==> config.mk <==
export PLATFORM = sky130hd
export DESIGN_NAME = shws_cell
export DESIGN_NICKNAME = d
export VERILOG_FILES = /design/src/rtl/core/shws_pkg.sv /design/src/rtl/core/shws_cell.sv
export SDC_FILE = /design/constraint.sdc
export NUM_CORES = 1
export LEC_CHECK = 0
export BUFFER_PORTS_ARGS = -buffer_cell sky130_fd_sc_hd__buf_2
export CAP_MARGIN = 20
export CORE_MARGIN = 8
export CORE_UTILIZATION = 38
export CTS_CLUSTER_DIAMETER = 80
export DETAILED_ROUTE_END_ITERATION = 6
export HOLD_SLACK_MARGIN = 0.15
export PLACE_DENSITY = 0.77
export SYNTH_ARGS = -nofsm -noshare
export SYNTH_HDL_FRONTEND = slang
export SYNTH_SLANG_ARGS = --single-unit
==> constraint.sdc <==
create_clock -name clk -period 2.4 [get_ports clk]
set_clock_uncertainty 0.05 [all_clocks]
set_input_delay 0.12 -clock clk [delete_from_list [all_inputs] [get_ports clk]]
set_output_delay 0.12 -clock clk [all_outputs]
set_load 0.1 [all_outputs]
==> src/rtl/core/shws_pkg.sv <==
// ----------------------------------------------------------------------------
// shws_pkg: shared types and constants
// Sample entry type, configuration register indexes and field widths.
// ----------------------------------------------------------------------------
package shws_pkg;

	localparam int CFG_AW = 2;
	localparam int CFG_DW = 31;

	localparam logic [CFG_AW-1:0] REG_WINDOW_LEN   = 2'd0;
	localparam logic [CFG_AW-1:0] REG_MOVE_THRESH  = 2'd1;
	localparam logic [CFG_AW-1:0] REG_MOVE_MAX_LEN = 2'd2;

	localparam int S_TDATA_W = 64;
	localparam int M_TDATA_W = 112;

	typedef struct packed {
		logic [31:0]        tm;
		logic signed [31:0] val;
	} entry_t;

	// magnitude of the difference of two Q16.16 values
	function automatic logic [32:0] abs_diff(input logic [31:0] a, input logic [31:0] b);
		logic [32:0] d;
		d = {a[31], a} - {b[31], b};
		return d[32] ? (33'd0 - d) : d;
	endfunction

endpackage

==> src/rtl/core/shws_cell.sv <==
// ----------------------------------------------------------------------------
// shws_cell: one entry of the sample chain
// Takes the newer neighbor's entry on a store, the older neighbor's on a rotate.
// ----------------------------------------------------------------------------
module shws_cell (
	input  logic             clk,
	input  logic             load,
	input  logic             rot,
	input  shws_pkg::entry_t newer,
	input  shws_pkg::entry_t older,
	output shws_pkg::entry_t q
);
	import shws_pkg::*;

	entry_t ent_q;

	always_ff @(posedge clk) begin
		if (load) begin
			ent_q <= newer;
		end else if (rot) begin
			ent_q <= older;
		end
	end

	assign q = ent_q;

endmodule

==> impl_metrics.tcl, run 1 <==
set metrics [dict create \
    run_status "aborted with a tool error" \
    lastStage "clock tree synthesis (4_1_cts)" \
    toolErrorMsg "[ERROR RSZ-0060] Max buffer count reached." \
    io_buffers 194 \
    cts_setup_buffers 0 \
    cts_buffers 9 \
    ys_seq_area_share_pct 66.1 \
    ys_types 6 \
    synth-simple-area-share_pct 0.215 \
    ctsHoldBuffers 102 \
    synth_area_per_cell_sq_um 21.4 \
    synth_compound_area_share_pct 0 \
    syn_area_sq_mm 0.00291 \
    initial_core_util_pct 38.4 \
    io_pins 195 \
    synthAdderAreaFrac_pct 0 \
    clock-sinks 64 \
    htree_levels 3 \
    cts_buffer_depth 2 \
    post_cts_resized 0 \
    ys_warn_count 0 \
    die_x_um 103 \
    synthMuxAreaShare_pct 31.1 \
    die_h_um 103 \
    synth-xor-area-share_pct 0 \
    root_buffer "clkbuf_8" \
    synth_top_family_by_area "multiplexers" \
    place.detailed.hpwl_um 6540 \
    synth_cells 136 \
    place_congestion 0.775 \
    synth_seq_cells 64 \
    rows 32 \
    syn-num-nets 267 \
]
cells in the mapped netlist:
cell type   n  area share, %
or2_1       1           0.22
mux2_2     15            5.8
edfxtp_1   64             66
buf_6       6            2.3
buf_2       1           0.17
mux2_4     49             25
per-stage QoR:
step                cells  hold slack, ns  setup slack [ns]  area (sq um)
detailed placement    430           0.373             0.757          3970
global placement      430           0.370             0.798          3970
floorplan             136           0.287            0.0556          2910
logic make-up after synthesis:
kind of cell	after synthesis
buf+inv	7
flops	64
mux	64
simple gates	1
==> run 2: changes to the inputs <==
--- a/config.mk
+++ b/config.mk
@@ -8,11 +8,9 @@
 export BUFFER_PORTS_ARGS = -buffer_cell sky130_fd_sc_hd__buf_2
 export CAP_MARGIN = 20
 export CORE_MARGIN = 8
-export CORE_UTILIZATION = 38
-export CTS_CLUSTER_DIAMETER = 80
+export CORE_UTILIZATION = 40
 export DETAILED_ROUTE_END_ITERATION = 6
-export HOLD_SLACK_MARGIN = 0.15
-export PLACE_DENSITY = 0.77
+export PLACE_DENSITY_LB_ADDON = 0.15
 export SYNTH_ARGS = -nofsm -noshare
 export SYNTH_HDL_FRONTEND = slang
 export SYNTH_SLANG_ARGS = --single-unit
==> constraint.sdc (replaced) <==
create_clock -name clk -period 3.1 [get_ports clk]
set_clock_uncertainty 0.05 [all_clocks]
set_input_delay 0.155 -clock clk [delete_from_list [all_inputs] [get_ports clk]]
set_output_delay 0.155 -clock clk [all_outputs]
set_load 0.1 [all_outputs]
==> impl_metrics.tcl, run 2 <==
set metrics [dict create \
    synth_cells 136 \
    layout_commonest_cell "buf_2" \
    yosysMostFrequentCell "edfxtp_1" \
    yosys-top-cells-count "edfxtp_1 (64), mux2_4 (49), mux2_2 (15)" \
    cts.reportedPaths.clkPinSlew_ns 0.07 \
    slew_violations 0 \
    syn_area_sq_mm 0.00291 \
    htree_levels 3 \
    synth_largest_area_cell "edfxtp_1" \
    path_delay_family "buffers and inverters" \
    multi_input_area_sq_um 911 \
    fmax_mhz 642 \
    die_x_um 101 \
    ant_nets 0 \
    grt_busiest_layer "met2" \
    ys_warn_count 0 \
    synth_seq_cells 64 \
    clockPowerShare_pct 21.2 \
    antenna_found_initial 0 \
    internal-power_mw 1.55 \
    crit_chain "buf_4 -> or2_2 -> buf_12" \
    dieArea_sq_mm 0.0102 \
    period_minus_slack_ns 1.56 \
    max_slew_margin_pct 56.9 \
    io_pins 195 \
    met2_usage_pct 24.8 \
    grt_pass1_vias 2110 \
    critical_path.max_stage_delay_ns 0.63 \
    syn-num-nets 267 \
    power_mw 2.66 \
    overflow 0 \
    tritoncts "yes" \
    rows 31 \
    initial_core_util_pct 40.7 \
    switching_share_pct 41.7 \
    worst_setup_path_end_kind "flip-flop" \
    p_leak_nw 1.97 \
    routed_via_density 4.42 \
    rsz0062_at_grt "false" \
    path_max_fanout 39 \
    drive_gt1_share_pct 79.9 \
    cts_buffer_depth 2 \
    fin_setup_tns_ns 0 \
    power.density_mw_per_mm2 648 \
    post_cts_resized 0 \
    fp.coreArea_sq_mm 0.00714 \
    start_kind "primary input" \
    route.detailed.drc 0 \
    wire_per_inst_um 16.8 \
    ys_types 6 \
    seqPwrFrac_pct 40.7 \
    routed_wl_um 7350 \
    grtUsageTotal_pct 13.9 \
    crit_arrival_ns 1.53 \
    hold_path_class "primary input to flip-flop" \
    vias 1935 \
    synth_area_leaders "edfxtp_1 (66%), mux2_4 (25%), mux2_2 (5.8%)" \
    drt_iter0_drc 33 \
    final_nets 467 \
    cp_data_required_time_ns 3.07 \
    tightest_slew_ns 0.646 \
    grt_max_degree 40 \
    drv_cap 0 \
    criticalPathCategory "primary input to flip-flop" \
    synth_area_per_cell_sq_um 21.4 \
    use_met1_pct 12.9 \
    grt_pass1_wl_um 10600 \
    gr-usage-met3_pct 7.08 \
    synth_flop_cell "edfxtp_1" \
    ys_seq_area_share_pct 66.1 \
    hold_viol_final 0 \
    combPwrFrac_pct 38.2 \
    cts_buffers 9 \
    path_buf_inv 2 \
    ctsHoldBuffers 0 \
    syn_to_final_growth_pct 41.2 \
    fillCellCount 621 \
    synth_edf_count 64 \
    synth_top_cell_area_share_pct 66.1 \
    largest_register_ffs 64 \
    final_cell_mix "buf_2 (193), edfxtp_1 (64), mux2_4 (49)" \
    root_buffer "clkbuf_8" \
    ir_drop_v 0.000244 \
    cts_setup_buffers 0 \
    place_congestion 0.736 \
    firstDrtPassIters 4 \
    async_flop_share_pct 0 \
    power.switching_mw 1.11 \
    run_status "finished, final reports clean" \
    io_buffers 194 \
    period_share_pct 50.2 \
    insertedDiodeCount 0 \
    setup_viol 0 \
    clock-sinks 64 \
    seqCellArea_sq_mm 0.00192 \
    slowest_stage "or2_2" \
    die_h_um 101 \
]
-- run 2: cell counts after synthesis --
Identical to the previous run, type by type.
-- run 2: worst paths after layout --
check / startpoint / end / depth (start not counted)
setup / recovery: load / q[8] / 3
hold / removal: older[44] / q[44] / 2
-- run 2: stage by stage --
step                hold WS, ns  worst slack (ns)  area (sq um)  instances  util (%)
floorplan                 0.322             0.721          2910        136         -
global placement          0.406              1.20          3960        424      55.5
detailed placement        0.408              1.14          3960        424      55.5
CTS                      0.0541              1.50          4100        438      57.5
global route             0.0468              1.45          4100        438      57.5
finish                   0.0691              1.54          4100        438      57.5
-- run 2: final cells by class --
type	count	area share, %
Clock inverter	2	0.214
Multi-Input combinational cell	65	22.2
Clock buffer	12	3.29
Tap cell	99	3.02
Sequential cell	64	46.9
Timing Repair Buffer	196	24.4
-- run 2: cells by family after synthesis --
family,count (synthesis),share of synthesized area [%]
muxes,64,31.1
DFF,64,66.1
buffers and inverters,7,2.50
and+or+nand+nor,1,0.215
-- run 2: per-layer routing --
layer	up-vias	share of wire, %
li1	933	-
met1	887	34
met2	104	53
met3	11	11
met4	0	1.6
met5	-	0
-- run 2: power groups by stage --
| stage | clock network [mW] | logic [mW] | registers (mW) |
|---|---|---|---|
| after global routing | 0.623 | 1.04 | 1.09 |
| after floorplan | 0 | 0.135 | 1.80 |
| after detailed placement | 0 | 1.02 | 1.10 |
| final | 0.563 | 1.01 | 1.08 |
| after CTS | 0.585 | 1.02 | 1.08 |
| after global placement | 0 | 1.02 | 1.10 |
Power figures use the tool's default switching activity.
