<file path="config.mk">
export PLATFORM = sky130hd
export DESIGN_NAME = shws_sqrt
export DESIGN_NICKNAME = d
export VERILOG_FILES = /design/src/rtl/core/shws_sqrt.sv
export SDC_FILE = /design/constraint.sdc
export NUM_CORES = 1
export LEC_CHECK = 0
export ABC_AREA = 1
export BUFFER_PORTS_ARGS = -buffer_cell sky130_fd_sc_hd__buf_4
export CAP_MARGIN = 10
export CORE_MARGIN = 1
export CORE_UTILIZATION = 50
export DETAILED_ROUTE_END_ITERATION = 6
export PLACE_DENSITY = 0.7
export REMOVE_ABC_BUFFERS = 1
export SLEW_MARGIN = 25
export SYNTH_ARGS = -nofsm -noshare
export SYNTH_HDL_FRONTEND = slang
export SYNTH_SLANG_ARGS = --single-unit
</file>
<file path="constraint.sdc">
create_clock -name clk -period 5.54 [get_ports clk]
set_input_delay 1.108 -clock clk [delete_from_list [all_inputs] [get_ports clk]]
set_output_delay 1.108 -clock clk [all_outputs]
set_load 0.1 [all_outputs]
</file>
<file path="src/rtl/core/shws_sqrt.sv">
// ----------------------------------------------------------------------------
// shws_sqrt: integer square root
// Floor square root of a 64-bit word, one result bit per cycle while busy.
// ----------------------------------------------------------------------------
module shws_sqrt (
	input  logic        clk,
	input  logic        arst_n,
	input  logic        start,
	input  logic [63:0] x,
	output logic        done,
	output logic [31:0] root
);
	logic        busy_q;
	logic        done_q;
	logic [5:0]  cnt_q;
	logic [63:0] x_q;
	logic [33:0] rem_q;
	logic [31:0] root_q;
	logic [35:0] part;
	logic [35:0] trial;
	logic        ge;

	always_comb begin
		part  = {rem_q, x_q[63:62]};
		trial = {2'b00, root_q, 2'b01};
		ge    = part >= trial;
	end

	always_ff @(posedge clk or negedge arst_n) begin
		if (!arst_n) begin
			busy_q <= 1'b0;
			done_q <= 1'b0;
			cnt_q  <= '0;
		end else begin
			done_q <= busy_q && (cnt_q == 6'd1);
			if (start && !busy_q) begin
				busy_q <= 1'b1;
				cnt_q  <= 6'd32;
			end else if (busy_q) begin
				cnt_q <= cnt_q - 1'b1;
				if (cnt_q == 6'd1) begin
					busy_q <= 1'b0;
				end
			end
		end
	end

	always_ff @(posedge clk) begin
		if (start && !busy_q) begin
			x_q    <= x;
			rem_q  <= '0;
			root_q <= '0;
		end else if (busy_q) begin
			x_q    <= {x_q[61:0], 2'b00};
			rem_q  <= ge ? 34'(part - trial) : part[33:0];
			root_q <= {root_q[30:0], ge};
		end
	end

	assign done = done_q;
	assign root = root_q;

endmodule

</file>
; Word level (Yosys, flattened, before mapping)
; Cells that the tools add are included.
[classes]
addsub = 2
magnitude_cmp = 1
n_eq_ne = 1
muxes = 8
reduce_logical = 4
[ops]
columns = op, count
row1 = $mux W64, 2
row2 = $ge A36 B34 Y1, 1
row3 = $mux W34, 1
row4 = $sub A34 B34 Y34, 1
row5 = $mux W6, 2
row6 = $eq A6 B1 Y1 const B, 1
row7 = $sub A6 B1 Y6 const B, 1
row8 = $mux W1, 3
row9 = $logic_and A1 B1 Y1, 2
row10 = $reduce_bool A2 Y1, 1
row11 = $logic_not A1 Y1, 1
[word_totals]
ff_bits = 138
in_bits = 67
elab_cells = 22

; Longest topological paths before layout
; Gate-level depths: netlist of the first run.
[logic_depth]
word_depth = 4
ltp_mapped = 17

; Least setup slack after synthesis of the first run
; No wires, ideal clock.
[synth_path]
kind = input-to-reg
start = input start
end = register x_q[0], enable pin
setup_ps = 454
t_arrival_ps = 3281
slack_ps = 1805
path_stages = 3
n_path_buf = 1
path_cell_list = nor2_1 inv_2 clkbuf_1
[synth_via]
elab_chain_len = 2
[synth_lines]
columns = element, line_no
row1 = from (decl), 8  ; input logic start,
row2 = $logic_and A1 B1 Y1, 49  ; if (start && !busy_q) begin
row3 = $reduce_bool A2 Y1 (no line), -
row4 = to (signal assigned), 54  ; x_q <= {x_q[61:0], 2'b00};
row5 = to (decl), 16  ; logic [63:0] x_q;
; No other way between the ends.
; A chain may end at the register's enable or synchronous reset.

; Worst setup path after layout of the first run
[layout_path]
start = register root_q[27], in the netlist root[27]
end = register rem_q[29]
[layout_via]
elab_chain_len = 2
word_cells_on_any_way = 3
[layout_lines]
columns = element, line_no
row1 = from (decl), 18  ; logic [31:0] root_q;
row2 = from (signal assigned), 56  ; root_q <= {root_q[30:0], ge};
row3 = $sub A34 B34 Y34 / $ge A36 B34 Y1 (equally long branches), "55, 26"
row4 = $mux W34 *, 55  ; rem_q <= ge ? 34'(part - trial) : part[33:0];
row5 = to (signal assigned), 55
row6 = to (decl), 17  ; logic [33:0] rem_q;
; Every way passes the cells marked *; elsewhere a longest branch is shown, timed or not.

==> results of run 1 <==
worst max-delay path by stage:
| stage | depth (start not counted) | endpoint | startpoint |
|---|---|---|---|
| finish | 13 | rem_q[29] | root[27] |
| global route | 7 | x_q[20] | start |
| CTS | 13 | rem_q[29] | root[27] |
| detailed placement | 7 | x_q[53] | start |
| floorplan | 5 | x_q[10] | start |
| global placement | 7 | x_q[24] | start |
cell usage after synthesis (all sizes together):
cell | instances | area share [%]
xnor2 | 16 | 1.7
ha | 36 | 5.5
inv | 179 | 8.2
dfxtp | 66 | 16
nand3b | 22 | 2.0
nand4 | 1 | 0.076
nand2 | 523 | 24
o22ai | 33 | 2.5
nor3 | 6 | 0.42
o21a | 1 | 0.091
dfrtp | 8 | 2.4
or2 | 1 | 0.076
nand3 | 75 | 4.7
clkinv | 1 | 0.045
o21ai | 27 | 1.7
nor2 | 55 | 2.7
clkbuf | 22 | 1.0
o21bai | 1 | 0.091
xor2 | 1 | 0.11
a21oi | 21 | 1.3
and2 | 2 | 0.15
edfxtp | 64 | 23
buf | 14 | 1.6
o31ai | 1 | 0.091
critical path, stage by stage, from the launching register on:
cell	delay (ns)
dfxtp_1	0.33
inv_1	0.07
ha_1	0.36
a21oi_1	0.27
nor2_1	0.07
nor2_1	0.17
a21oi_2	0.11
nor2_4	0.44
buf_4	0.37
nand2_8	0.21
nand2_1	0.24
nand2_1	0.08
nand2_1	0.06
nand2_1	0.04
final cells by class:
class	count	area (um2)
well taps	216	270
repair buffers	104	781
clock inverters	14	138
clock buffers	18	429
fillers	1585	6340
inverters	180	682
multi-input cells	822	3920
flip-flops and latches	138	3440
through the flow:
stage               hold WS, ns  area [um2]
CTS                       0.457        9660
finish                    0.457        9660
detailed placement        0.447        9090
global placement          0.451        9090
floorplan                 0.427        8030
global route              0.476        9660
sequential cells by signal, summed over array words and instances, names as in the netlist:
name and flops:
busy_q 1, root 32, rem_q 34, done 1
cnt_q 6, x_q 64
per-layer routing:
metal	vias up	global-route usage, %	part of all wire (%)
li1	3858	-	-
met3	27	7.04	5.5
met2	148	38.6	45
met5	-	0	0
met1	3211	32.2	48
met4	0	7.23	1.9
cell families (layout without fill, tap and decap cells):
kind of cell / after synthesis / in the layout / share of synthesized area [%]
flip-flops: 138 / 138 / 41.8
AND/OR/NAND/NOR: 685 / 685 / 34.4
XOR/XNOR: 17 / 17 / 1.81
AO/OA/AOI/OAI: 84 / 84 / 5.78
adder cells (fa/ha/maj): 36 / 36 / 5.46
buffers and inverters: 216 / 316 / 10.8
==> flow_summary_export.csv, run 1 <==
group,metric,value,unit
outcome,status,"finished clean",
cts,post_cts_resized,0,
critical_path,r2r_start,"root[27]",
placed_design,post-place-cells,1460,
sta,fin_crit,2.94,ns
finish,fin_util,60.4,%
global_route,grt_pass1_wl,32.1,mm
sta,max_slew.worst_pin.slew,0.861,ns
die,start_util,51.5,%
synthesis,synth_area,8240,um2
critical_path,critPathKind,"reg2reg",
placed_design,port_buffers,99,
min_path,whs_endpoint,"rem_q[33]",
global_route,antenna_found_initial,0,
placed_design,dpl.hpwl,13.7,mm
detailed_routing,drc,0,
cts,clock_latency,0.43,ns
sta,rsz0062_at_grt,"no",
detailed_routing,avgRoutedWirePerCell,12.9,um
synthesis,syn_area_per_cell,7.01,um2
finish,antenna_cells,0,
finish,final_cell_mix,"nand2_1 (516), inv_1 (177), buf_4 (104)",
die,io_pins,100,
cts,cts.sinks,138,
sta,fin_tns_setup,0,ns
cts,postCtsSetupBuffers,0,
sta,setup_ws,2.60,ns
die,dieArea,17000,um2
critical_path,timing.rr.end,"rem_q[29]",
cts,clk_path_buf_depth,2,
finish,layoutNonFillerInstCount,1492,
synthesis,yosysSeqAreaShare,41.8,%
sta,slew_violations,0,
die,rows,46,
finish,drive_gt1_share,12.2,%
detailed_routing,drt_wl_total,19.3,mm
synthesis,syn_inst,1176,
global_route,grt_max_degree,91,
finish,area_growth,17.2,%
critical_path,critical_path_arrival,3.26,ns
global_route,grt_pass1_vias,6759,
min_path,hold_depth,2,
die,core,16000,um2
critical_path,reg2reg_slack,2.60,ns
cts,hold_buffers,0,
detailed_routing,dr.first_iter.drc_count,423,
global_route,grtUsageTotal,24.3,%
synthesis,yosysWarnings,0,
critical_path,end_kind,"register",
cts,cts_tree,"built",
cts,cts-root-buf,"clkbuf_16",
detailed_routing,ant_nets,0,
detailed_routing,first_pass_iters,4,
critical_path,cp_max_fo,35,
sta,relSlewSlack,42.5,%
placed_design,dp_slack,2.50,ns
sta,fin_skew,0.0140,ns
sta,fmax,341,MHz
cts,cts.clk_slew.worst_paths,0.06,ns
finish,final_common_cell,"nand2_1",
sta,finalHoldViolations,0,
finish,fin_nets,1366,
critical_path,cp_data_required_time,5.86,ns
global_route,overflow,0,
cts,htree_levels,4,
critical_path,worstRegToRegCells,13,
synthesis,synth_seq_cells,138,
cts,cts_made_buffers,17,
flow_run,drv_cap,0,
placed_design,routabilityCongestion,0.917,
die,die_w,130,um
min_path,worstHoldStart,"rem_q[33]",
die,die_height,130,um
sta,period_share,53.0,%
min_path,hold_path.class,"reg2reg",
synthesis,ys_types,41,
detailed_routing,viasPerCell,4.86,
sta,setup_viol_count_final,0,
critical_path,worstSetupStartpointType,"register",
detailed_routing,num_vias,7244,
Power of run 1 is left out: the tool's default activity adds up to more than one toggle a clock period on the data nets, which glitch-free logic cannot reach.
==> run 2, diff against run 1 <==
--- a/config.mk
+++ b/config.mk
@@ -11,7 +11,7 @@
 export CORE_MARGIN = 1
 export CORE_UTILIZATION = 50
 export DETAILED_ROUTE_END_ITERATION = 6
-export PLACE_DENSITY = 0.7
+export PLACE_DENSITY = 0.73
 export REMOVE_ABC_BUFFERS = 1
 export SLEW_MARGIN = 25
 export SYNTH_ARGS = -nofsm -noshare
==> constraint.sdc (replaced) <==
create_clock -name clk -period 2.7 [get_ports clk]
set_input_delay 0.54 -clock clk [delete_from_list [all_inputs] [get_ports clk]]
set_output_delay 0.54 -clock clk [all_outputs]
set_load 0.1 [all_outputs]
==> flow_summary_export.csv, run 2 (synthesized netlist as in run 1, its figures left out) <==
group,metric,value,unit
outcome,status,"finished clean",
flow_run,drv_cap,0,
detailed_routing,drc,0,
finish,fin_nets,1385,
sta,fin_crit,2.56,ns
critical_path,cp_data_required_time,3.03,ns
finish,seq_area,3440,um2
detailed_routing,viasPerCell,4.94,
detailed_routing,dr.first_iter.drc_count,526,
sta,max_slew.worst_pin.slew,0.864,ns
sta,setup_ws,0.139,ns
finish,drive_gt1_share,13.5,%
sta,period_share,94.8,%
cts,cts-root-buf,"clkbuf_16",
die,die_w,130,um
die,dieArea,17000,um2
sta,finalHoldViolations,0,
cts,clk_path_buf_depth,2,
finish,area_growth,19.7,%
critical_path,worstSetupStartpointType,"register",
detailed_routing,avgRoutedWirePerCell,13.4,um
critical_path,cpMaxStageDelayCell,"nor2_4",
cts,cts.sinks,138,
finish,top_register,"x_q",
global_route,grt_pass1_wl,33.6,mm
cts,htree_levels,4,
placed_design,dpl.hpwl,14.4,mm
cts,clock_latency,0.43,ns
finish,multi_input_comb_area,3960,um2
critical_path,cp_max_fo,18,
detailed_routing,ant_nets,0,
die,io_pins,100,
sta,rsz0062_at_grt,"yes",
critical_path,end_kind,"register",
global_route,grt_max_degree,68,
finish,final_common_cell,"nand2_1",
global_route,antenna_found_initial,0,
detailed_routing,first_pass_iters,5,
sta,fmax,391,MHz
placed_design,routabilityCongestion,0.946,
cts,cts_tree,"built",
critical_path,critPathBufInv,1,
critical_path,critPathKind,"reg2reg",
finish,largest_reg_flops,64,
critical_path,path_delay_family,"simple AND/OR/NAND/NOR gates",
sta,fin_skew,0.00864,ns
die,core,16000,um2
global_route,overflow,0,
cts,cts_made_buffers,17,
critical_path,critPathMaxStageDelay,0.56,ns
detailed_routing,drt_wl_total,20.2,mm
finish,nFillCells,1555,
die,die_height,130,um
critical_path,critical_path_arrival,2.89,ns
critical_path,cp_cell_sequence,"inv_1 > ha_1 > nand2_2 > nor2_2 > nand2_1 > nor2_2 > nand2_1 > a21oi_4 > nor2_4 > nand2_8 > nand2_1 > nand2_1 > nand2_1 > nand2_1",
die,start_util,51.5,%
die,rows,46,
detailed_routing,num_vias,7468,
sta,relSlewSlack,42.4,%
placed_design,port_buffers,99,
placed_design,dp_slack,-0.00938,ns
sta,slew_violations,0,
critical_path,crit_top_cell,"nand2_1",
sta,setup_viol_count_final,0,
cts,cts.clk_slew.worst_paths,0.07,ns
global_route,grt_pass1_vias,6853,
finish,final_cell_mix,"nand2_1 (516), inv_1 (177), buf_4 (118)",
finish,antenna_cells,0,
min_path,hold_path.class,"in2reg",
global_route,grtUsageTotal,25.5,%
## run 2: layout make-up
cell class	instances	share of cell area (%)
Multi-Input combinational cell	824	40.1
Sequential cell	138	34.9
Timing Repair Buffer	121	9.49
Inverter	180	6.89
Clock buffer	17	4.31
Tap cell	216	2.74
Clock inverter	15	1.57
## run 2: metal layers
layer | wire, um | global-route usage, %
met5 | 0 | 0
met2 | 9100 | 40.5
met1 | 9230 | 34.3
met4 | 405 | 8.99
met3 | 1480 | 5.74
## run 2: metrics by stage
step | hold WS, ns | instance area [um2] | std cells | TNS (ns) | util (%)
global route | 0.364 | 9870 | 1511 | -0.0119 | 61.7
global placement | 0.362 | 9240 | 1476 | 0 | 57.7
floorplan | 0.244 | 8030 | 1140 | -135.87 | -
finish | 0.375 | 9870 | 1511 | 0 | 61.7
detailed placement | 0.363 | 9240 | 1476 | -0.00938 | 57.7
CTS | 0.364 | 9830 | 1510 | 0 | 61.4
## run 2: worst paths after layout
path                            depth (start not counted)         to      start  slack [ns]
worst max-delay path                                   14  rem_q[31]   root[17]        0.14
worst min-delay path                                    3     x_q[4]       x[4]        0.37
worst max register to register                         14  rem_q[31]   root[17]        0.14
worst min register to register                          2  rem_q[32]  rem_q[32]        0.46
max in group asynchronous                               2   cnt_q[1]     arst_n        2.11
min in group asynchronous                               2   cnt_q[4]     arst_n        0.46
## run 2: what timing repair did
item | in CTS | in global routing
cloned | 1 | 1
gates resized for setup | 0 | 3
endpoints found under the hold margin | 8 | 0
buffers inserted | 0 | 0
endpoints found under the setup margin | 7 | 19
pin swaps | 1 | 2
hold buffers | 1 | 0
## run 2: worst min-delay path, cell delays in order
cell,delay (ns)
buf_4,0.07
nand2_1,0.04
nand2_1,0.05
Power of run 2 is left out for the same reason.
