$ cat config.mk
export PLATFORM = sky130hd
export DESIGN_NAME = shws_div
export DESIGN_NICKNAME = d
export VERILOG_FILES = /design/src/rtl/core/shws_div.sv
export SDC_FILE = /design/constraint.sdc
export NUM_CORES = 1
export LEC_CHECK = 0
export BUFFER_PORTS_ARGS = -buffer_cell sky130_fd_sc_hd__buf_2
export CAP_MARGIN = 20
export CORE_ASPECT_RATIO = 0.8
export CORE_MARGIN = 3
export CORE_UTILIZATION = 35
export CTS_BUF_LIST = sky130_fd_sc_hd__clkbuf_4 sky130_fd_sc_hd__clkbuf_8
export CTS_CLUSTER_SIZE = 8
export DETAILED_ROUTE_END_ITERATION = 12
export SYNTH_ARGS = -nofsm -noshare
export SYNTH_HDL_FRONTEND = slang
export SYNTH_SLANG_ARGS = --single-unit
export TNS_END_PERCENT = 30
$ cat constraint.sdc
create_clock -name clk -period 3.35 [get_ports clk]
set_input_delay 0.67 -clock clk [delete_from_list [all_inputs] [get_ports clk]]
set_output_delay 0.67 -clock clk [all_outputs]
set_load 0.01 [all_outputs]
$ cat src/rtl/core/shws_div.sv
// ----------------------------------------------------------------------------
// shws_div: restoring divider
// Unsigned quotient, one bit per cycle while busy; start is ignored while busy.
// ----------------------------------------------------------------------------
module shws_div #(
	parameter int NW = 68,
	parameter int DW = 33
) (
	input  logic          clk,
	input  logic          arst_n,
	input  logic          start,
	input  logic [NW-1:0] num,
	input  logic [DW-1:0] den,
	output logic          busy,
	output logic          done,
	output logic [NW-1:0] quo
);
	localparam int CNT_W = $clog2(NW + 1);

	logic             busy_q;
	logic             done_q;
	logic [CNT_W-1:0] cnt_q;
	logic [NW-1:0]    quo_q;
	logic [DW-1:0]    rem_q;
	logic [DW:0]      part;
	logic             ge;

	always_comb begin
		part = {rem_q, quo_q[NW-1]};
		ge   = part >= {1'b0, den};
	end

	always_ff @(posedge clk or negedge arst_n) begin
		if (!arst_n) begin
			busy_q <= 1'b0;
			done_q <= 1'b0;
			cnt_q  <= '0;
		end else begin
			done_q <= busy_q && (cnt_q == CNT_W'(1));
			if (start && !busy_q) begin
				busy_q <= 1'b1;
				cnt_q  <= CNT_W'(NW);
			end else if (busy_q) begin
				cnt_q <= cnt_q - 1'b1;
				if (cnt_q == CNT_W'(1)) begin
					busy_q <= 1'b0;
				end
			end
		end
	end

	always_ff @(posedge clk) begin
		if (start && !busy_q) begin
			quo_q <= num;
			rem_q <= '0;
		end else if (busy_q) begin
			quo_q <= {quo_q[NW-2:0], ge};
			rem_q <= ge ? DW'(part - {1'b0, den}) : part[DW-1:0];
		end
	end

	assign busy = busy_q;
	assign done = done_q;
	assign quo  = quo_q;

endmodule

Yosys cells after proc, flatten, opt, wreduce, memory -nomap -nowiden
Cells that the tools add are included.
{"block": "totals", "reg_bits": 110, "in_bits": 104, "out_inout_bits": 70, "wordCells": 21}
{"block": "op_classes", "addsub": 2, "n_lt_le_gt_ge": 1, "n_eq_ne": 1, "muxes": 8, "reduce_logical": 4}
{"op": "$mux 68", "count": 2}
{"op": "$ge 34x33->1", "count": 1}
{"op": "$mux 33", "count": 1}
{"op": "$sub 33x33->33", "count": 1}
{"op": "$mux 7", "count": 2}
{"op": "$eq 7x1->1 const B", "count": 1}
{"op": "$sub 7x1->7 const B", "count": 1}
{"op": "$mux 1", "count": 3}
{"op": "$logic_and 1x1->1", "count": 2}
{"op": "$reduce_bool 2->1", "count": 1}
{"op": "$logic_not 1->1", "count": 1}

Depth between registers and ports, before layout
Gate-level depths: netlist (run 1).
{"block": "depth", "depth_word": 4, "mapped_depth": 14}

Worst setup path after synthesis (run 1)
OpenSTA, ideal clock, no wires.
{"block": "synth_path", "path_type": "in2reg", "startpoint": "input port den[0]", "endpoint": "register rem_q[28]", "arrival_ns": 3.070, "t_required_ns": 3.271, "path_slack_ns": 0.201, "path_stages": 12, "path_buffers": 0, "cell_sequence": "ha_1 > inv_1 > fa_1 > a21o_1 > a31o_1 > o211ai_1 > a31oi_1 > a221oi_2 > o21ai_1 > a31oi_1 > mux2_2 > o211ai_1"}
{"block": "synth_via", "elab_chain_cells": 2}
{"element": "start, declared", "line": "13", "rtl": "input logic [DW-1:0] den,"}
{"element": "$sub 33x33->33 / $ge 34x33->1 (equally long branches)", "line": "58, 30"}
{"element": "$mux 33 *", "line": "58", "rtl": "rem_q <= ge ? DW'(part - {1'b0, den}) : part[DW-1:0];"}
{"element": "end signal, assigned", "line": "58"}
{"element": "end, declared", "line": "24", "rtl": "logic [DW-1:0] rem_q;"}
Every way passes the cells marked *; elsewhere a longest branch is shown, timed or not.
A chain may end at the register's enable or synchronous reset.

Final worst setup path (run 1)
{"block": "layout_path", "startpoint": "register quo_q[67], in the netlist quo[67]", "endpoint": "register rem_q[28]"}
{"block": "layout_via", "elab_chain_cells": 2}
{"element": "start, declared", "line": "23", "rtl": "logic [NW-1:0] quo_q;"}
{"element": "start signal, assigned", "line": "54", "rtl": "quo_q <= num;"}
{"element": "start signal, assigned", "line": "57", "rtl": "quo_q <= {quo_q[NW-2:0], ge};"}
{"element": "$sub 33x33->33 / $ge 34x33->1 (equally long branches)", "line": "58, 30"}
{"element": "$mux 33 *", "line": "58"}
Marks and branches as above.

==> impl_metrics.xml, run 1 <==
<?xml version="1.0" encoding="UTF-8"?>
<metrics>
  <group name="run_status">
    <metric name="outcome" unit="">finished clean</metric>
  </group>
  <group name="logic_synthesis">
    <metric name="ys_types" unit="">58</metric>
    <metric name="synth_fa_ha_area_share" unit="%">6.911</metric>
    <metric name="yosys-mux-area-fraction" unit="%">3.078</metric>
    <metric name="synthTopCellsByArea" unit="">edfxtp_1 (31%), nand2_1 (14%), dfxtp_1 (10%)</metric>
    <metric name="syn_std_cell_area" unit="sq mm">0.006626</metric>
    <metric name="postSynthRegisterBits" unit="">110</metric>
    <metric name="leading_cell_type_by_number_of_instances_after_synthesis" unit="">nand2_1</metric>
    <metric name="postSynthNetCount" unit="">918</metric>
    <metric name="compound_cell_area_share_of_the_yosys_netlist" unit="%">15.96</metric>
    <metric name="commonest_cells_post_synth" unit="">nand2_1 (255), edfxtp_1 (68), inv_1 (47)</metric>
    <metric name="synth_top_family_by_area" unit="">simple AND/OR/NAND/NOR gates</metric>
    <metric name="synthCells" unit="">778</metric>
    <metric name="synth_edf_count" unit="">68</metric>
    <metric name="most_used_flip_flop_cell_after_synthesis" unit="">edfxtp_1</metric>
    <metric name="post-synth-top-area-cell" unit="">edfxtp_1</metric>
    <metric name="yosysWarnings" unit="">0</metric>
    <metric name="async_reset_ff_share" unit="%">8.182</metric>
    <metric name="synth-simple-area-share" unit="%">21.36</metric>
    <metric name="synth_sequential_area_ratio" unit="%">44.18</metric>
    <metric name="yosys.area.top_type_share" unit="%">30.82</metric>
    <metric name="syn_avg_cell_area" unit="sq um">8.517</metric>
    <metric name="synth_xor_area_share" unit="%">3.437</metric>
  </group>
  <group name="sta">
    <metric name="max_slew_margin" unit="%">52.31</metric>
    <metric name="fin_skew" unit="ns">0.007921</metric>
    <metric name="fin_hold_ws" unit="ns">0.1134</metric>
    <metric name="grt_setup_unrepaired" unit="">false</metric>
    <metric name="fmax" unit="GHz">0.3186</metric>
    <metric name="layout_worst_path_cycle_share" unit="%">93.71</metric>
    <metric name="tightest_slew" unit="ns">0.7136</metric>
    <metric name="timing.final.hold_violations" unit="">0</metric>
    <metric name="timing.final.setup_violations" unit="">0</metric>
    <metric name="fin_crit" unit="ns">3.139</metric>
    <metric name="slew_viol_final" unit="">0</metric>
    <metric name="final_critical_path_setup_slack" unit="ns">0.2108</metric>
  </group>
  <group name="power">
    <metric name="post-layout-total-power" unit="W">0.008208</metric>
    <metric name="static-leakage-power" unit="nW">4.030</metric>
    <metric name="max-vdd-ir-drop" unit="mV">0.2738</metric>
    <metric name="power.density_cell_area" unit="mW/mm^2">1006</metric>
  </group>
  <group name="grt">
    <metric name="grt_start_max_net_pins" unit="">41</metric>
    <metric name="first_global_vias" unit="">5482</metric>
    <metric name="grt_pass1_wl" unit="um">29240</metric>
    <metric name="groute.usage.overall" unit="%">17.51</metric>
    <metric name="grt_antenna_before_repair" unit="">0</metric>
    <metric name="grt-ovfl-total" unit="">0</metric>
  </group>
  <group name="floorplan">
    <metric name="initial_core_util" unit="%">36.15</metric>
    <metric name="floorplan.die.height" unit="um">129.1</metric>
    <metric name="die_footprint" unit="sq mm">0.02063</metric>
    <metric name="io_pins" unit="">174</metric>
    <metric name="core" unit="sq mm">0.01833</metric>
    <metric name="die-width" unit="um">159.8</metric>
    <metric name="floorplan.rows" unit="">44</metric>
  </group>
  <group name="worst_setup_path">
    <metric name="r2r_start" unit="">quo[67]</metric>
    <metric name="timing.critical_path.required" unit="ns">3.67</metric>
    <metric name="worstSetupEndpointType" unit="">flip-flop</metric>
    <metric name="worstPathCellList" unit="">inv_1 -&gt; ha_1 -&gt; inv_1 -&gt; fa_1 -&gt; a21o_1 -&gt; a31o_1 -&gt; o211ai_1 -&gt; a31oi_1 -&gt; a221oi_2 -&gt; o21ai_1 -&gt; a31oi_1 -&gt; mux2_2 -&gt; o211ai_1</metric>
    <metric name="slowest_stage" unit="">edfxtp_1</metric>
    <metric name="critical_path.max_stage_delay" unit="ns">0.42</metric>
    <metric name="start_kind" unit="">flip-flop</metric>
    <metric name="arrival_time_worst_endpoint" unit="ns">3.46</metric>
    <metric name="largest_fanout_of_any_net_on_the_critical_path" unit="">2</metric>
    <metric name="path_depth_of_the_worst_reg2reg_path" unit="">13</metric>
    <metric name="regToRegEndpoint" unit="">rem_q[28]</metric>
    <metric name="critical_path_class" unit="">flip-flop to flip-flop</metric>
    <metric name="timing.reg2reg.setup_slack" unit="ns">0.21</metric>
  </group>
  <group name="clocking">
    <metric name="cts_max_path_buffers" unit="">2</metric>
    <metric name="cts_buffers" unit="">9</metric>
    <metric name="cts-htree-levels" unit="">3</metric>
    <metric name="cts.clk_slew.worst_paths" unit="ns">0.11</metric>
    <metric name="clock_tree_from_tritoncts" unit="">done</metric>
    <metric name="cts_hold_buf" unit="">0</metric>
    <metric name="clk_latency" unit="ns">0.39</metric>
    <metric name="cts.sinks" unit="">110</metric>
    <metric name="clock-root-buffer" unit="">clkbuf_8</metric>
  </group>
  <group name="place">
    <metric name="dp_hpwl" unit="um">13740</metric>
    <metric name="io_buffer_count" unit="">173</metric>
    <metric name="gp_congestion" unit="">0.8413</metric>
    <metric name="dpl_worst_slack" unit="ns">-0.1032</metric>
  </group>
  <group name="detailed_routing">
    <metric name="drtAntennaViolNets" unit="">0</metric>
    <metric name="wl_per_cell" unit="um">15.03</metric>
    <metric name="remaining_drc_errors" unit="">0</metric>
    <metric name="drtIter0Drc" unit="">389</metric>
    <metric name="detailedRoute.firstPassIterationCount" unit="">5</metric>
    <metric name="post_detailed_route_via_to_cell_ratio" unit="">4.881</metric>
    <metric name="wl" unit="um">18310</metric>
    <metric name="detailed_route_via_count" unit="">5945</metric>
  </group>
  <group name="layout">
    <metric name="area_growth" unit="%">23.17</metric>
    <metric name="share_of_post_route_cells_with_drive_strength_above_1" unit="%">24.66</metric>
    <metric name="finish.net_count" unit="">1100</metric>
    <metric name="antenna_cells" unit="">0</metric>
  </group>
  <group name="hold_path">
    <metric name="worst_hold_path_type" unit="">input port to async pin</metric>
  </group>
  <group name="job">
    <metric name="cap_viol_max_count" unit="">0</metric>
  </group>
</metrics>
## area by class of cell
cell class,instances,area [sq um]
Sequential cell,110,2928
Clock buffer,10,131.4
Tap cell,253,316.6
Timing Repair Buffer,206,1164
Fill cell,1847,10170
Inverter,47,176.4
Clock inverter,6,71.32
Multi-Input combinational cell,586,3374
## cells by family after synthesis
family	Yosys count
buffers and inverters	82
DFF	110
adders and majority gates	36
xor gates and xnor gates	26
muxes	20
and+or+nand+nor	343
AOI/OAI and AO/OA	161
## sequential cells by signal, summed over array words and instances, names as in the netlist
name and count:
done 1, busy 1, quo 68, cnt_q 7, rem_q 33
## report_power, final
group	switching (W)	internal [W]	leakage, nW
Clock	0.000499	0.000363	0.0974
Sequential	0.000440	0.00231	1.09
Combinational	0.00250	0.00210	2.84
Total	0.00344	0.00477	4.03
## worst max path at each step
stage	startpoint	endpoint	slack [ns]
finish	quo[67]	rem_q[28]	0.21
global route	quo[67]	rem_q[28]	0.02
CTS	quo[67]	rem_q[28]	0.14
detailed placement	den[0]	rem_q[28]	-0.10
global placement	den[0]	rem_q[28]	-0.03
floorplan	den[0]	rem_q[28]	0.20
## stage by stage
stage	area [sq um]	utilization, %	TNS [ns]	std cells
global route	8162	44.52	0	1218
CTS	8154	44.48	0	1217
global placement	7951	43.37	-0.03016	1201
floorplan	6626	-	0	778
finish	8162	44.52	0	1218
detailed placement	7951	43.37	-0.1288	1201
## placed cells by master, fill, tap and decap left out, types with 15 or more instances in the layout
cell	synthesis	routed
dfxtp_1	33	33
o21ai_0	24	24
ha_1	35	35
o21ai_1	22	22
nand3_1	15	15
buf_2	8	173
a21o_1	24	24
buf_4	3	29
inv_1	47	46
nor2_1	37	35
a21oi_1	33	33
mux2i_1	17	17
edfxtp_1	68	68
nand2_1	255	254
xnor2_1	17	17
## what timing repair did
action                                 CTS  global route
endpoints found under the hold margin    0             0
resized for setup                        0             0
setup endpoints to repair                0             1
buffers inserted                         0             1
## worst max-delay path, delay by kind of cell (launching register included)
kind                     cells  cell delay (ns)
multiplexers                 1             0.35
AO/OA/AOI/OAI                8             1.60
adder cells (fa/ha/maj)      2             0.56
flip-flops                   1             0.42
buffers and inverters        2             0.14
## per-layer routing
layer  wire [um]  up-vias  GRT usage [%]
met3         936       14          3.004
li1            -     3029              -
met4         227        0          4.133
met1        9268     2738          26.55
met5           0        -              0
met2        7878      164          26.10
(Power assumes the default switching activity.)
==> inputs of run 2 (changes only) <==
- CORE_UTILIZATION: 35 -> 54
- CTS_BUF_LIST: sky130_fd_sc_hd__clkbuf_4 sky130_fd_sc_hd__clkbuf_8 -> sky130_fd_sc_hd__clkbuf_8 sky130_fd_sc_hd__clkbuf_16
- PLACE_DENSITY: default -> 0.81
==> impl_metrics.xml, run 2 (same netlist as run 1, synthesis figures left out) <==
<?xml version="1.0" encoding="UTF-8"?>
<metrics>
  <group name="detailed_routing">
    <metric name="wirelength_met1" unit="um">7828</metric>
    <metric name="wl" unit="um">16670</metric>
    <metric name="remaining_drc_errors" unit="">0</metric>
    <metric name="post_detailed_route_via_to_cell_ratio" unit="">5.450</metric>
    <metric name="drtIter0Drc" unit="">412</metric>
    <metric name="top_layer_used" unit="">met4</metric>
    <metric name="detailedRoute.firstPassIterationCount" unit="">5</metric>
    <metric name="wl_per_cell" unit="um">15.07</metric>
    <metric name="drtAntennaViolNets" unit="">0</metric>
    <metric name="detailed_route_via_count" unit="">6028</metric>
    <metric name="route.met3.wl" unit="um">962</metric>
    <metric name="routed-wl-met2" unit="um">7612</metric>
  </group>
  <group name="worst_setup_path">
    <metric name="start_kind" unit="">flip-flop</metric>
    <metric name="largest_fanout_of_any_net_on_the_critical_path" unit="">3</metric>
    <metric name="r2r_start" unit="">quo[67]</metric>
    <metric name="path_depth_of_the_worst_reg2reg_path" unit="">13</metric>
    <metric name="critical_path_class" unit="">flip-flop to flip-flop</metric>
    <metric name="arrival_time_worst_endpoint" unit="ns">3.40</metric>
    <metric name="critPathLaunch" unit="">quo[67]</metric>
    <metric name="timing.reg2reg.setup_slack" unit="ns">0.23</metric>
    <metric name="regToRegEndpoint" unit="">rem_q[28]</metric>
    <metric name="timing.critical_path.required" unit="ns">3.63</metric>
    <metric name="worstSetupEndpointType" unit="">flip-flop</metric>
    <metric name="crit_end" unit="">rem_q[28]</metric>
  </group>
  <group name="floorplan">
    <metric name="core" unit="sq mm">0.01174</metric>
    <metric name="initial_core_util" unit="%">56.46</metric>
    <metric name="die-width" unit="um">129.9</metric>
    <metric name="die_footprint" unit="sq mm">0.01364</metric>
    <metric name="floorplan.die.height" unit="um">105.1</metric>
    <metric name="io_pins" unit="">174</metric>
    <metric name="floorplan.rows" unit="">35</metric>
  </group>
  <group name="clocking">
    <metric name="cts_max_path_buffers" unit="">2</metric>
    <metric name="cts_hold_buf" unit="">0</metric>
    <metric name="clock-root-buffer" unit="">clkbuf_16</metric>
    <metric name="clock_tree_from_tritoncts" unit="">done</metric>
    <metric name="cts.sinks" unit="">110</metric>
    <metric name="cts_buffers" unit="">9</metric>
    <metric name="clk_latency" unit="ns">0.36</metric>
    <metric name="ctsResizeCount" unit="">0</metric>
    <metric name="cts.clk_slew.worst_paths" unit="ns">0.08</metric>
    <metric name="cts-htree-levels" unit="">3</metric>
    <metric name="postCtsSetupRepairBufs" unit="">0</metric>
  </group>
  <group name="place">
    <metric name="dp_hpwl" unit="um">12530</metric>
    <metric name="place_area" unit="sq mm">0.007762</metric>
    <metric name="io_buffer_count" unit="">173</metric>
    <metric name="gp_congestion" unit="">0.9268</metric>
  </group>
  <group name="grt">
    <metric name="first_global_vias" unit="">5661</metric>
    <metric name="grt_antenna_before_repair" unit="">0</metric>
    <metric name="grt_pass1_wl" unit="um">26730</metric>
    <metric name="grt_start_max_net_pins" unit="">46</metric>
    <metric name="groute.usage.overall" unit="%">24.02</metric>
    <metric name="grt-ovfl-total" unit="">0</metric>
  </group>
  <group name="layout">
    <metric name="share_of_post_route_cells_with_drive_strength_above_1" unit="%">24.22</metric>
    <metric name="finish.net_count" unit="">1093</metric>
    <metric name="max_reg_flops" unit="">68</metric>
    <metric name="layout.cells.most_common" unit="">nand2_1</metric>
    <metric name="total_area_of_multi_input_combinational_cells" unit="sq mm">0.003374</metric>
    <metric name="antenna_cells" unit="">0</metric>
    <metric name="layout.cell_area.non_filler" unit="sq mm">0.008065</metric>
    <metric name="layout.cells.most_common_list" unit="">nand2_1 (254), buf_2 (173), edfxtp_1 (68)</metric>
    <metric name="regArea" unit="sq mm">0.002928</metric>
    <metric name="layout.filler_cells" unit="">988</metric>
    <metric name="area_growth" unit="%">21.71</metric>
  </group>
  <group name="sta">
    <metric name="max_slew_margin" unit="%">55.35</metric>
    <metric name="fin_crit" unit="ns">3.116</metric>
    <metric name="fin_hold_ws" unit="ns">0.1475</metric>
    <metric name="timing.final.hold_violations" unit="">0</metric>
    <metric name="fmax" unit="GHz">0.3209</metric>
    <metric name="layout_worst_path_cycle_share" unit="%">93.03</metric>
    <metric name="tightest_slew" unit="ns">0.6674</metric>
    <metric name="fin_skew" unit="ns">0.01210</metric>
    <metric name="timing.final.setup_violations" unit="">0</metric>
    <metric name="slew_viol_final" unit="">0</metric>
    <metric name="grt_setup_unrepaired" unit="">false</metric>
    <metric name="finalSetupTns" unit="ns">0</metric>
  </group>
  <group name="power">
    <metric name="max-vdd-ir-drop" unit="mV">0.4714</metric>
    <metric name="static-leakage-power" unit="nW">4.041</metric>
    <metric name="power.density_cell_area" unit="mW/mm^2">1037</metric>
  </group>
  <group name="job">
    <metric name="cap_viol_max_count" unit="">0</metric>
  </group>
  <group name="hold_path">
    <metric name="worst_hold_path_type" unit="">input port to async pin</metric>
  </group>
  <group name="run_status">
    <metric name="outcome" unit="">finished clean</metric>
  </group>
</metrics>
## run 2: report_power, final
part	switching (W)	leakage (nW)	internal, W	total, W
Clock	0.000563	0.147	0.000540	0.00110
Sequential	0.000453	1.09	0.00231	0.00277
Combinational	0.00245	2.80	0.00204	0.00450
## run 2: worst max-delay path, stage by stage, from the launching register on
cell and delay [ns]:
edfxtp_1 0.42, inv_1 0.08, ha_1 0.16, inv_1 0.05, fa_1 0.40, a21o_1 0.21, a31o_1 0.23, o211ai_1 0.19
a31oi_1 0.16, a221oi_2 0.36, o21ai_1 0.13, a31oi_1 0.22, mux2_2 0.35, o211ai_1 0.08
## run 2: area by class of cell
class,count,area share [%]
Clock buffer,9,2.792
Clock inverter,7,0.9618
Inverter,47,2.187
Multi-Input combinational cell,586,41.84
Sequential cell,110,36.30
Tap cell,148,2.296
Timing Repair Buffer,199,13.62
## run 2: per-stage QoR
| step | setup slack [ns] | instances | power (W) | utilization (%) |
|---|---|---|---|---|
| after floorplan | 0.2010 | 778 | 0.005866 | - |
| after global placement | 0.05009 | 1090 | 0.007107 | 66.14 |
| after detailed placement | -0.02097 | 1090 | 0.007237 | 66.14 |
| after CTS | 0.2453 | 1106 | 0.008366 | 68.72 |
| after global routing | 0.08851 | 1106 | 0.009026 | 68.72 |
| final | 0.2336 | 1106 | 0.008365 | 68.72 |
## run 2: worst min path at each step
| stage | start | end | slack, ns | cells past startpoint |
|---|---|---|---|---|
| global placement | rem_q[18] | rem_q[18] | 0.46 | 2 |
| finish | arst_n | cnt_q[2] | 0.15 | 1 |
| floorplan | arst_n | busy | 0.37 | 0 |
| detailed placement | rem_q[8] | rem_q[8] | 0.47 | 2 |
| global route | arst_n | done | 0.15 | 1 |
| CTS | arst_n | done | 0.14 | 1 |
## run 2: routing by layer
| layer | vias to the layer above | global-route usage [%] |
|---|---|---|
| met5 | - | 0 |
| met4 | 0 | 6.528 |
| met3 | 24 | 4.241 |
| met2 | 212 | 37.16 |
| met1 | 2773 | 34.73 |
| li1 | 3019 | - |
==> inputs of run 3 (changes only) <==
- RECOVER_POWER: default -> 100
==> impl_metrics.xml, run 3 (same netlist as run 1, synthesis figures left out) <==
<?xml version="1.0" encoding="UTF-8"?>
<metrics>
  <group name="worst_setup_path">
    <metric name="critical_path.max_stage_delay" unit="ns">0.42</metric>
    <metric name="critPathLaunch" unit="">quo[67]</metric>
    <metric name="largest_fanout_of_any_net_on_the_critical_path" unit="">3</metric>
    <metric name="timing.critical_path.required" unit="ns">3.64</metric>
    <metric name="timing.reg2reg.setup_slack" unit="ns">0.24</metric>
    <metric name="r2r_start" unit="">quo[67]</metric>
    <metric name="regToRegEndpoint" unit="">rem_q[28]</metric>
    <metric name="slowest_stage" unit="">edfxtp_1</metric>
    <metric name="worstPathCellList" unit="">inv_1 -&gt; ha_1 -&gt; inv_1 -&gt; fa_1 -&gt; a21o_1 -&gt; a31o_1 -&gt; o211ai_1 -&gt; a31oi_1 -&gt; a221oi_2 -&gt; o21ai_1 -&gt; a31oi_1 -&gt; mux2_2 -&gt; o211ai_1</metric>
    <metric name="worstSetupEndpointType" unit="">flip-flop</metric>
    <metric name="path_depth_of_the_worst_reg2reg_path" unit="">13</metric>
    <metric name="arrival_time_worst_endpoint" unit="ns">3.39</metric>
    <metric name="crit_end" unit="">rem_q[28]</metric>
    <metric name="start_kind" unit="">flip-flop</metric>
    <metric name="critical_path_class" unit="">flip-flop to flip-flop</metric>
  </group>
  <group name="floorplan">
    <metric name="die-width" unit="um">129.9</metric>
    <metric name="die_footprint" unit="sq mm">0.01364</metric>
    <metric name="core" unit="sq mm">0.01174</metric>
    <metric name="floorplan.die.height" unit="um">105.1</metric>
    <metric name="initial_core_util" unit="%">56.46</metric>
    <metric name="floorplan.rows" unit="">35</metric>
    <metric name="io_pins" unit="">174</metric>
  </group>
  <group name="detailed_routing">
    <metric name="detailed_route_via_count" unit="">6008</metric>
    <metric name="detailedRoute.firstPassIterationCount" unit="">5</metric>
    <metric name="drtIter0Drc" unit="">420</metric>
    <metric name="drtAntennaViolNets" unit="">0</metric>
    <metric name="wl" unit="um">16660</metric>
    <metric name="wl_per_cell" unit="um">15.06</metric>
    <metric name="post_detailed_route_via_to_cell_ratio" unit="">5.432</metric>
    <metric name="remaining_drc_errors" unit="">0</metric>
  </group>
  <group name="grt">
    <metric name="first_global_vias" unit="">5661</metric>
    <metric name="groute.usage.overall" unit="%">24.02</metric>
    <metric name="grt_pass1_wl" unit="um">26730</metric>
    <metric name="grt_start_max_net_pins" unit="">46</metric>
    <metric name="grt-ovfl-total" unit="">0</metric>
    <metric name="grt_antenna_before_repair" unit="">0</metric>
  </group>
  <group name="clocking">
    <metric name="postCtsSetupRepairBufs" unit="">0</metric>
    <metric name="clk_latency" unit="ns">0.36</metric>
    <metric name="clock_tree_from_tritoncts" unit="">done</metric>
    <metric name="cts_buffers" unit="">9</metric>
    <metric name="ctsResizeCount" unit="">0</metric>
    <metric name="cts.sinks" unit="">110</metric>
    <metric name="cts_max_path_buffers" unit="">2</metric>
    <metric name="clock-root-buffer" unit="">clkbuf_16</metric>
    <metric name="cts-htree-levels" unit="">3</metric>
    <metric name="cts_hold_buf" unit="">0</metric>
    <metric name="cts.clk_slew.worst_paths" unit="ns">0.08</metric>
  </group>
  <group name="job">
    <metric name="cap_viol_max_count" unit="">1</metric>
  </group>
  <group name="sta">
    <metric name="fmax" unit="GHz">0.3216</metric>
    <metric name="timing.final.hold_violations" unit="">0</metric>
    <metric name="tightest_slew" unit="ns">1.656</metric>
    <metric name="fin_skew" unit="ns">0.01186</metric>
    <metric name="grt_setup_unrepaired" unit="">false</metric>
    <metric name="fin_crit" unit="ns">3.109</metric>
    <metric name="layout_worst_path_cycle_share" unit="%">92.81</metric>
    <metric name="timing.final.setup_violations" unit="">0</metric>
    <metric name="max_slew_margin" unit="%">-10.81</metric>
    <metric name="slew_viol_final" unit="">25</metric>
  </group>
  <group name="layout">
    <metric name="max_reg_flops" unit="">68</metric>
    <metric name="instances_no_fill" unit="">1106</metric>
    <metric name="finish.net_count" unit="">1093</metric>
    <metric name="share_of_post_route_cells_with_drive_strength_above_1" unit="%">15.97</metric>
    <metric name="layout.cells.most_common_list" unit="">nand2_1 (255), buf_2 (101), clkbuf_1 (74)</metric>
    <metric name="antenna_cells" unit="">0</metric>
    <metric name="area_growth" unit="%">19.73</metric>
    <metric name="post-route-util" unit="%">67.60</metric>
    <metric name="layout.cells.most_common" unit="">nand2_1</metric>
  </group>
  <group name="power">
    <metric name="static-leakage-power" unit="nW">3.832</metric>
    <metric name="power.density_cell_area" unit="mW/mm^2">1036</metric>
    <metric name="max-vdd-ir-drop" unit="mV">0.4528</metric>
  </group>
  <group name="place">
    <metric name="place.detailed.instances" unit="">1090</metric>
    <metric name="dp_hpwl" unit="um">12530</metric>
    <metric name="gp_congestion" unit="">0.9268</metric>
    <metric name="io_buffer_count" unit="">173</metric>
  </group>
  <group name="run_status">
    <metric name="failed_checks" unit="">max-capacitance violations, max-slew violations</metric>
    <metric name="outcome" unit="">finished, violations left</metric>
  </group>
  <group name="hold_path">
    <metric name="worst_hold_path_type" unit="">input port to async pin</metric>
  </group>
</metrics>
-- run 3: where the power goes --
part           switching (W)  total [W]  internal (W)
sequential          0.000466    0.00278       0.00232
clock               0.000563    0.00110      0.000540
combinational        0.00243    0.00433       0.00190
total                0.00346    0.00822       0.00475
-- run 3: final cells by class --
type	count	area (sq um)
Inverter	47	176.4
Tap cell	148	185.2
Clock inverter	7	77.57
Fill cell	1044	3802
Sequential cell	110	2928
Multi-Input combinational cell	586	3356
Clock buffer	9	225.2
Timing Repair Buffer	199	985.9
-- run 3: critical path, delay by kind of cell, from the launching register on --
kind	cells	cell delay, ns
AOI/OAI and AO/OA	8	1.58
adders and majority gates	2	0.56
DFF	1	0.42
muxes	1	0.35
buffers and inverters	2	0.13
-- run 3: metal layers --
metal  track usage [%]  wire length (um)  part of all wire, %  vias to the layer above
li1                  -                 -                    -                     3020
met1             34.73              7905                   47                     2768
met2             37.16              7573                   45                      195
met3             4.241               920                  5.5                       25
met4             6.528               262                  1.6                        0
met5                 0                 0                    0                        -
-- run 3: through the flow --
step | area (sq um) | hold slack [ns] | total power [W] | TNS (ns) | setup slack, ns
2_1_floorplan | 6626 | 0.3744 | 0.005866 | 0 | 0.2010
3_3_place_gp | 7762 | 0.4563 | 0.007107 | 0 | 0.05009
3_5_place_dp | 7762 | 0.4662 | 0.007237 | -0.02097 | -0.02097
4_1_cts | 8065 | 0.1438 | 0.008366 | 0 | 0.2453
5_1_grt | 7934 | 0.2734 | 0.008868 | 0 | 0.05985
6_report | 7934 | 0.2408 | 0.008216 | 0 | 0.2408
-- run 3: how the worst min path moves through the flow --
| stage | start | to |
|---|---|---|
| global placement | rem_q[18] | rem_q[18] |
| global route | arst_n | done |
| finish | arst_n | done |
| detailed placement | rem_q[8] | rem_q[8] |
| floorplan | arst_n | busy |
| CTS | arst_n | done |
